[config.mk]
export PLATFORM = sky130hd
export DESIGN_NAME = lifo_stack_heap_allocator_core
export DESIGN_NICKNAME = d
export VERILOG_FILES = /design/src/lsha_pkg.sv /design/src/lsha_place.sv /design/src/lsha_stack_mem.sv /design/src/lifo_stack_heap_allocator_core.sv
export SDC_FILE = /design/constraint.sdc
export NUM_CORES = 2
export LEC_CHECK = 0
export BUFFER_PORTS_ARGS = -buffer_cell sky130_fd_sc_hd__clkbuf_2
export CORE_UTILIZATION = 40
export CTS_BUF_LIST = sky130_fd_sc_hd__clkbuf_8
export CTS_CLUSTER_DIAMETER = 40
export DETAILED_ROUTE_END_ITERATION = 6
export HOLD_SLACK_MARGIN = 0.02
export PLACE_DENSITY_LB_ADDON = 0.1
export SYNTH_ARGS = -nofsm -noshare
export SYNTH_HDL_FRONTEND = slang
export SYNTH_SLANG_ARGS = --single-unit
[constraint.sdc]
create_clock -name clk -period 13 [get_ports clk]
set_input_delay 0.65 -clock clk [delete_from_list [all_inputs] [get_ports clk]]
set_output_delay 0.65 -clock clk [all_outputs]
set_load 0.01 [all_outputs]
[src/lsha_pkg.sv]
// Types and constants shared by the heap allocator modules.
`default_nettype none
package lsha_pkg;

	localparam int unsigned ADDR_W          = 32;
	localparam int unsigned ALIGN_W         = 5;
	localparam logic [ALIGN_W-1:0] WORD_ALIGN_LOG2 = 5'd2;

	// Request codes.
	typedef enum logic [2:0] {
		FN_ALLOC     = 3'd0,
		FN_ALLOC_ALL = 3'd1,
		FN_FREE      = 3'd2,
		FN_FREE_ALL  = 3'd3,
		FN_RESIZE    = 3'd4
	} func_t;

	// Result status codes.
	typedef enum logic [1:0] {
		ST_OK       = 2'd0,
		ST_NO_SPACE = 2'd1,
		ST_NOT_TOP  = 2'd2,
		ST_FULL     = 2'd3
	} status_t;

	// Outcome of a block placement attempt.
	typedef struct packed {
		logic              fits;
		logic [ADDR_W-1:0] addr;
	} place_res_t;

	// One entry of the block stack.
	typedef struct packed {
		logic [ADDR_W-1:0]  size;
		logic [ALIGN_W-1:0] align;
	} stack_entry_t;

endpackage
`default_nettype wire

[src/lsha_place.sv]
// Placement of a block below a top address: subtract, align down, subtract header, check.
`default_nettype none
module lsha_place #(
	parameter int unsigned HEADER_BYTES = 8
) (
	input  logic [31:0]         top,
	input  logic [31:0]         size,
	input  logic [4:0]          alog,
	input  logic [31:0]         region_start,
	output lsha_pkg::place_res_t res
);
	import lsha_pkg::*;

	localparam logic [ADDR_W-1:0] HDR = ADDR_W'(HEADER_BYTES);

	logic [ADDR_W-1:0] diff;
	logic [ADDR_W-1:0] mask;
	logic [ADDR_W-1:0] aligned;
	logic [ADDR_W-1:0] hdr_addr;

	// Align the remaining top down and reserve room for the header.
	always_comb begin
		diff     = top - size;
		mask     = ~((ADDR_W'(1) << alog) - ADDR_W'(1));
		aligned  = diff & mask;
		hdr_addr = aligned - HDR;
		res.fits = (size <= top) && (aligned >= HDR) && (hdr_addr >= region_start);
		res.addr = hdr_addr;
	end

endmodule
`default_nettype wire

[src/lsha_stack_mem.sv]
// Block stack storage below the cached top entry, with registered read and write bypass.
`default_nettype none
module lsha_stack_mem #(
	parameter int unsigned DEPTH = 16
) (
	input  logic                        clk,
	input  logic                        we,
	input  logic [$clog2(DEPTH)-1:0]    waddr,
	input  lsha_pkg::stack_entry_t      wdata,
	input  logic [$clog2(DEPTH)-1:0]    raddr,
	output lsha_pkg::stack_entry_t      rdata
);
	import lsha_pkg::*;

	stack_entry_t mem [DEPTH];
	stack_entry_t rdata_q;

	// Write port.
	always_ff @(posedge clk) begin
		if (we) begin
			mem[waddr] <= wdata;
		end
	end

	// Registered read; a write to the same entry in this cycle is forwarded.
	always_ff @(posedge clk) begin
		if (we && (waddr == raddr)) begin
			rdata_q <= wdata;
		end else begin
			rdata_q <= mem[raddr];
		end
	end

	assign rdata = rdata_q;

endmodule
`default_nettype wire

[src/lifo_stack_heap_allocator_core.sv]
// An item is held in the input register, then its result in the result register.
// Throughput: one item per cycle unless out_stall holds a result; each request is one placement pass.
// The next-to-top stack entry is prefetched from the stack memory so back-to-back frees keep rate.
// Reset clears the top pointer, block count, region registers and both handshake stages.
// Stack entries are not cleared; only entries written since the last free all are read.
`default_nettype none
module lifo_stack_heap_allocator_core #(
	parameter int unsigned MAX_BLOCKS   = 16,
	parameter int unsigned HEADER_BYTES = 8
) (
	input  logic        clk,
	input  logic        arst_n,
	input  logic        cfg_we,
	input  logic        cfg_index,
	input  logic [31:0] cfg_data,
	input  logic        in_valid,
	output logic        in_stall,
	input  logic [2:0]  func,
	input  logic [31:0] request_size,
	input  logic [4:0]  align_log2,
	input  logic [31:0] block_address,
	output logic        out_valid,
	input  logic        out_stall,
	output logic [1:0]  status,
	output logic [31:0] data_address,
	output logic [31:0] granted_size,
	output logic [31:0] move_length
);
	import lsha_pkg::*;

	localparam int unsigned IDX_W = $clog2(MAX_BLOCKS);
	localparam int unsigned CNT_W = $clog2(MAX_BLOCKS + 1);
	localparam logic [CNT_W-1:0]  CNT_MAX = CNT_W'(MAX_BLOCKS);
	localparam logic [CNT_W-1:0]  CNT_ONE = CNT_W'(1);
	localparam logic [CNT_W-1:0]  CNT_TWO = CNT_W'(2);
	localparam logic [ADDR_W-1:0] HDR     = ADDR_W'(HEADER_BYTES);
	localparam logic [ADDR_W:0]   HDR_X   = (ADDR_W + 1)'(HEADER_BYTES);
	localparam logic [ADDR_W:0]   SAT_MAX = {1'b0, {ADDR_W{1'b1}}};

	// Configuration registers.
	logic [ADDR_W-1:0] region_start_q;
	logic [ADDR_W-1:0] region_end_q;

	// Allocator state; the top stack entry is held in registers.
	logic [ADDR_W-1:0] top_q;
	logic [CNT_W-1:0]  count_q;
	stack_entry_t      top_entry_q;

	// Input register stage.
	logic              valid_s1;
	logic [2:0]        func_s1;
	logic [ADDR_W-1:0] size_s1;
	logic [4:0]        align_s1;
	logic [ADDR_W-1:0] baddr_s1;

	// Result register.
	logic              out_valid_q;
	status_t           status_q;
	logic [ADDR_W-1:0] data_q;
	logic [ADDR_W-1:0] granted_q;
	logic [ADDR_W-1:0] moved_q;

	logic fire;
	logic accept;

	// Combinational results of the item in the input register.
	status_t           status_d;
	logic [ADDR_W-1:0] data_d;
	logic [ADDR_W-1:0] granted_d;
	logic [ADDR_W-1:0] moved_d;
	logic [ADDR_W-1:0] top_d;
	logic [CNT_W-1:0]  count_d;
	stack_entry_t      top_entry_d;
	logic              push;

	logic              is_top;
	logic              all_fits;
	logic [ADDR_W-1:0] all_size;
	logic [ADDR_W-1:0] freed;
	logic [ADDR_W:0]   want;
	logic [ADDR_W-1:0] want_sat;
	logic [ADDR_W-1:0] p_top;
	logic [ADDR_W-1:0] p_size;
	logic [4:0]        p_alog;
	place_res_t        place;

	logic [CNT_W-1:0]  rd_cnt;
	logic [CNT_W-1:0]  wr_cnt;
	stack_entry_t      below_entry;

	// Handshake: the input stage advances whenever the result register can take an item.
	assign fire     = valid_s1 && (!out_valid_q || !out_stall);
	assign in_stall = valid_s1 && !fire;
	assign accept   = in_valid && !in_stall;

	// Configuration writes.
	always_ff @(posedge clk or negedge arst_n) begin
		if (!arst_n) begin
			region_start_q <= '0;
			region_end_q   <= '0;
		end else if (cfg_we) begin
			if (cfg_index == 1'b0) begin
				region_start_q <= cfg_data;
			end else begin
				region_end_q <= cfg_data;
			end
		end
	end

	// Input register control.
	always_ff @(posedge clk or negedge arst_n) begin
		if (!arst_n) begin
			valid_s1 <= 1'b0;
		end else if (accept) begin
			valid_s1 <= 1'b1;
		end else if (fire) begin
			valid_s1 <= 1'b0;
		end
	end

	// Input register payload.
	always_ff @(posedge clk) begin
		if (accept) begin
			func_s1  <= func;
			size_s1  <= request_size;
			align_s1 <= align_log2;
			baddr_s1 <= block_address;
		end
	end

	// Operands shared by the requests.
	always_comb begin
		is_top   = (count_q != '0) && ({1'b0, baddr_s1} == ({1'b0, top_q} + HDR_X));
		all_fits = {1'b0, top_q} >= ({1'b0, region_start_q} + HDR_X);
		all_size = top_q - region_start_q - HDR;
		freed    = top_q + top_entry_q.size;
		want     = {1'b0, size_s1} + HDR_X;
		want_sat = (want > SAT_MAX) ? {ADDR_W{1'b1}} : want[ADDR_W-1:0];
	end

	// Placement operand selection.
	always_comb begin
		p_top  = top_q;
		p_size = size_s1;
		p_alog = align_s1;
		if (func_s1 == FN_ALLOC_ALL) begin
			p_size = all_size;
			p_alog = WORD_ALIGN_LOG2;
		end else if (func_s1 == FN_RESIZE) begin
			p_top  = freed;
			p_alog = top_entry_q.align;
		end
	end

	lsha_place #(
		.HEADER_BYTES(HEADER_BYTES)
	) u_place (
		.top          (p_top),
		.size         (p_size),
		.alog         (p_alog),
		.region_start (region_start_q),
		.res          (place)
	);

	// Request decode and next state.
	always_comb begin
		status_d    = ST_OK;
		data_d      = '0;
		granted_d   = '0;
		moved_d     = '0;
		top_d       = top_q;
		count_d     = count_q;
		top_entry_d = top_entry_q;
		push        = 1'b0;
		unique case (func_s1)
			FN_ALLOC, FN_ALLOC_ALL: begin
				if (count_q >= CNT_MAX) begin
					status_d = ST_FULL;
				end else if ((func_s1 == FN_ALLOC_ALL && !all_fits) || !place.fits) begin
					status_d = ST_NO_SPACE;
				end else begin
					push              = 1'b1;
					top_entry_d.size  = top_q - place.addr;
					top_entry_d.align = p_alog;
					count_d           = count_q + CNT_ONE;
					top_d             = place.addr;
					data_d            = place.addr + HDR;
					if (func_s1 == FN_ALLOC_ALL) begin
						granted_d = all_size;
					end
				end
			end
			FN_FREE: begin
				if (!is_top) begin
					status_d = ST_NOT_TOP;
				end else begin
					count_d     = count_q - CNT_ONE;
					top_d       = freed;
					top_entry_d = below_entry;
				end
			end
			FN_FREE_ALL: begin
				top_d   = region_end_q;
				count_d = '0;
			end
			FN_RESIZE: begin
				if (!is_top) begin
					status_d = ST_NOT_TOP;
				end else if (!place.fits) begin
					status_d = ST_NO_SPACE;
				end else begin
					moved_d = (top_entry_q.size < want_sat) ? top_entry_q.size : want_sat;
					top_entry_d.size = freed - place.addr;
					top_d   = place.addr;
					data_d  = place.addr + HDR;
				end
			end
			default: begin
				status_d = ST_OK;
			end
		endcase
	end

	// Allocator state update.
	always_ff @(posedge clk or negedge arst_n) begin
		if (!arst_n) begin
			top_q   <= '0;
			count_q <= '0;
		end else if (fire) begin
			top_q   <= top_d;
			count_q <= count_d;
		end
	end

	// Cached top entry.
	always_ff @(posedge clk) begin
		if (fire) begin
			top_entry_q <= top_entry_d;
		end
	end

	// Stack memory: a push spills the old top entry, the next-to-top entry is prefetched.
	assign wr_cnt = count_q - CNT_ONE;
	assign rd_cnt = (fire ? count_d : count_q) - CNT_TWO;

	lsha_stack_mem #(
		.DEPTH(MAX_BLOCKS)
	) u_stack (
		.clk   (clk),
		.we    (fire && push && (count_q != '0)),
		.waddr (wr_cnt[IDX_W-1:0]),
		.wdata (top_entry_q),
		.raddr (rd_cnt[IDX_W-1:0]),
		.rdata (below_entry)
	);

	// Result register control.
	always_ff @(posedge clk or negedge arst_n) begin
		if (!arst_n) begin
			out_valid_q <= 1'b0;
		end else if (fire) begin
			out_valid_q <= 1'b1;
		end else if (!out_stall) begin
			out_valid_q <= 1'b0;
		end
	end

	// Result register payload.
	always_ff @(posedge clk) begin
		if (fire) begin
			status_q  <= status_d;
			data_q    <= data_d;
			granted_q <= granted_d;
			moved_q   <= moved_d;
		end
	end

	assign out_valid    = out_valid_q;
	assign status       = status_q;
	assign data_address = data_q;
	assign granted_size = granted_q;
	assign move_length  = moved_q;

endmodule
`default_nettype wire

==> flow_metrics.env <==
export IMPL_use_met2_pct=41.03
export IMPL_cp_arrival_ns=12.71
export IMPL_start_util_pct=40.34
export IMPL_grt_pass1_wl_um=239200
export IMPL_drtAntennaViolNets=0
export IMPL_cts_setup_buffers=0
export IMPL_synth_top_family_by_area="multiplexers"
export IMPL_cpMostUsedCell="a21oi_1"
export IMPL_synth_top_area_share_pct=48.87
export IMPL_synth_flop_cell="edfxtp_1"
export IMPL_hpwl_um=125400
export IMPL_synth_enable_flop_cells=799
export IMPL_fin_crit_ns=12.10
export IMPL_track_usage_pct=26.61
export IMPL_clkTransAtPathRegs_ns=0.06
export IMPL_stdcell_count=6081
export IMPL_async_flop_share_pct=11.37
export IMPL_p_leak_nw=21.40
export IMPL_drv_cap=0
export IMPL_io_buffers=209
export IMPL_synthCells=3897
export IMPL_synth_compound_area_share_pct=10.77
export IMPL_drt_first_pass_iters=5
export IMPL_cts_buffers=164
export IMPL_synth_area_um2=49100
export IMPL_drive_gt1_share_pct=19.58
export IMPL_timing_slew_headroom_pct=8.117
export IMPL_cp_start_kind="register"
export IMPL_ctsHoldBuffers=107
export IMPL_fmax_ghz=0.08261
export IMPL_fin_nets=4697
export IMPL_end_kind="register"
export IMPL_ir_worst_vdd_uv=170.1
export IMPL_cts_sinks=906
export IMPL_die_x_um=352.3
export IMPL_place_area_um2=52530
export IMPL_critical_path_class="register to register"
export IMPL_overflow=0
export IMPL_cp_slowest_stage_delay_ns=0.80
export IMPL_synthMuxAreaShare_pct=10.79
export IMPL_seq_area_frac_synth_pct=54.28
export IMPL_met1_usage_pct=38.15
export IMPL_grt_start_max_net_pins=95
export IMPL_fin_area_um2=56850
export IMPL_wl_um=166600
export IMPL_worst_pin_slew_ns=1.360
export IMPL_clockBufferDepth=3
export IMPL_grt_use_met3_pct=3.664
export IMPL_drt_iter0_markers=3228
export IMPL_vias=34590
export IMPL_die_area_um2=124100
export IMPL_clock_root_buffer="clkbuf_8"
export IMPL_vias_per_cell=5.688
export IMPL_synth_nets=4270
export IMPL_grt_busiest_layer="met2"
export IMPL_crit_path_max_fanout=27
export IMPL_cts_resized=0
export IMPL_crit_slowest_cell="nor2_4"
export IMPL_insertion_delay_ns=0.93
export IMPL_setup_violations_final=0
export IMPL_ys_types=104
export IMPL_cts_tree="yes"
export IMPL_yosys_area_share_simple_pct=10.34
export IMPL_num_rows=128
export IMPL_slew_violations=0
export IMPL_die_h_um=352.3
export IMPL_yosysWarnings=0
export IMPL_synthXorXnorAreaFrac_pct=4.253
export IMPL_hold_class="input pin to register"
export IMPL_hold_violations=0
export IMPL_gp_congestion=0.9560
export IMPL_cp_required_ns=13.60
export IMPL_synth_fa_ha_area_share_pct=6.748
export IMPL_avgSynthCellArea_um2=12.60
export IMPL_p_per_area_nw_per_um2=250.7
export IMPL_status="complete, no violations"
export IMPL_post_route_period_util_pct=93.12
export IMPL_synth_area_top_cells="edfxtp_1, mux4_2, ha_1"
export IMPL_drc=0
export IMPL_wire_per_inst_um=27.40
export IMPL_dp_cells=5676
export IMPL_rsz0062_at_grt="no"
export IMPL_area_growth_pct=15.80
export IMPL_pin_count=210
export IMPL_antenna_found_initial=10
export IMPL_core_area_um2=121700
export IMPL_yosys_register_bits=906
export IMPL_tns_ns=0
export IMPL_whs_ns=0.1239
export IMPL_first_global_vias=34150
export IMPL_finalClockSkew_ns=0.08274
export IMPL_htreeDepth=4
export IMPL_synth_top_area_cell="edfxtp_1"
-- cells in the mapped netlist, types with 14 or more instances --
master and instances:
nor2_1 231, xnor2_1 152, nand3_1 86, mux4_2 185, and2_1 37, o21a_1 22, nor2b_1 30, a211oi_1 23
dfrtp_1 103, nand2_1 295, o21bai_1 26, or2_2 44, a31oi_1 25, mux2i_1 61, buf_2 15, buf_1 20
inv_1 197, edfxtp_1 799, nand4_1 56, clkbuf_1 111, nor3_1 62, o21ai_0 230, nor4_1 28, mux2_2 42
and3_1 53, a211o_1 14, o211ai_1 37, ha_1 260, a21oi_1 219, nand2b_1 17, or3_1 22, xor2_1 82
a21o_1 90
-- path summary, 6_finish.rpt --
path	startpoint	endpoint	slack, ns	depth (start not counted)
max	top_q[1]$_DFFE_PN0P_	u_stack.mem[2][19]$_DFFE_PP_	0.90	40
min	cfg_data[17]	region_end_q[17]$_DFFE_PN0P_	0.12	2
max reg2reg	top_q[1]$_DFFE_PN0P_	u_stack.mem[2][19]$_DFFE_PP_	0.90	40
min reg2reg	valid_s1$_DFFE_PN0P_	out_valid$_DFFE_PN0P_	0.49	1
max in group asynchronous	arst_n	region_end_q[3]$_DFFE_PN0P_	11.25	3
min in group asynchronous	arst_n	out_valid$_DFFE_PN0P_	0.35	2
-- kinds of logic (layout without fill, tap and decap cells) --
| group | after synthesis | after routing |
|---|---|---|
| xor gates and xnor gates | 236 | 236 |
| AOI/OAI and AO/OA | 824 | 824 |
| and+or+nand+nor | 1022 | 1022 |
| DFF | 906 | 906 |
| muxes | 292 | 292 |
| other | 0 | 2 |
| adders and majority gates | 263 | 263 |
| buffers and inverters | 354 | 911 |
-- registers in the layout (all words and copies together), names as in the netlist, 32 cells and up, named ones only --
signal,cells
move_length,32
baddr_s1,32
granted_size,32
region_start_q,32
top_entry_q,37
u_stack.mem,592
top_q,32
data_address,32
size_s1,32
region_end_q,32
-- layout make-up --
type                            count  area (µm²)
Fill cell                       11200       64870
Inverter                          199       749.5
Tap cell                         1625        2033
Multi-Input combinational cell   2637       21260
Sequential cell                   906       26660
Clock inverter                    130       963.4
Antenna cell                        2       5.005
Clock buffer                      166        2285
Timing Repair Buffer              416        2895
-- layer usage --
layer / routed length [µm] / up-vias
met5: 0 / -
met4: 5771 / 0
met3: 9237 / 180
met2: 75430 / 1113
met1: 76190 / 17520
li1: - / 15780
-- worst max-delay path: cells and delay by family (launching register included) --
kind                     cells  cell delay [ns]
adder cells (fa/ha/maj)      5             1.48
AND/OR/NAND/NOR             10             3.91
flip-flops                   1             0.54
buffers and inverters        3             0.69
AO/OA/AOI/OAI               22             5.15
-- power by group --
part | internal [mW] | switching (mW)
Combinational | 2.84 | 4.92
Clock | 1.42 | 1.27
Sequential | 3.52 | 0.276
Total | 7.78 | 6.47
-- layout by cell type (no fill, tap or decap), drive strengths merged, types with 83 or more instances in the layout --
cell         count
clkbuf         374
a21o            90
ha             260
inv            252
o21ai          239
nor2           233
mux4           185
a21oi          219
xnor2          152
dlygate4sd3    107
xor2            83
nand2          296
buf            101
nand3           87
edfxtp         799
dfrtp          103
-- metrics by stage --
step	utilization (%)	total power, mW	worst slack (ns)
after CTS	46.70	14.20	0.9486
after floorplan	-	8.828	2.808
after detailed placement	43.15	11.44	0.9758
final	46.71	14.25	0.8950
after global routing	46.71	15.09	0.08979
after global placement	43.15	11.43	1.167
Note: power is estimated with default switching activity, not from simulation.
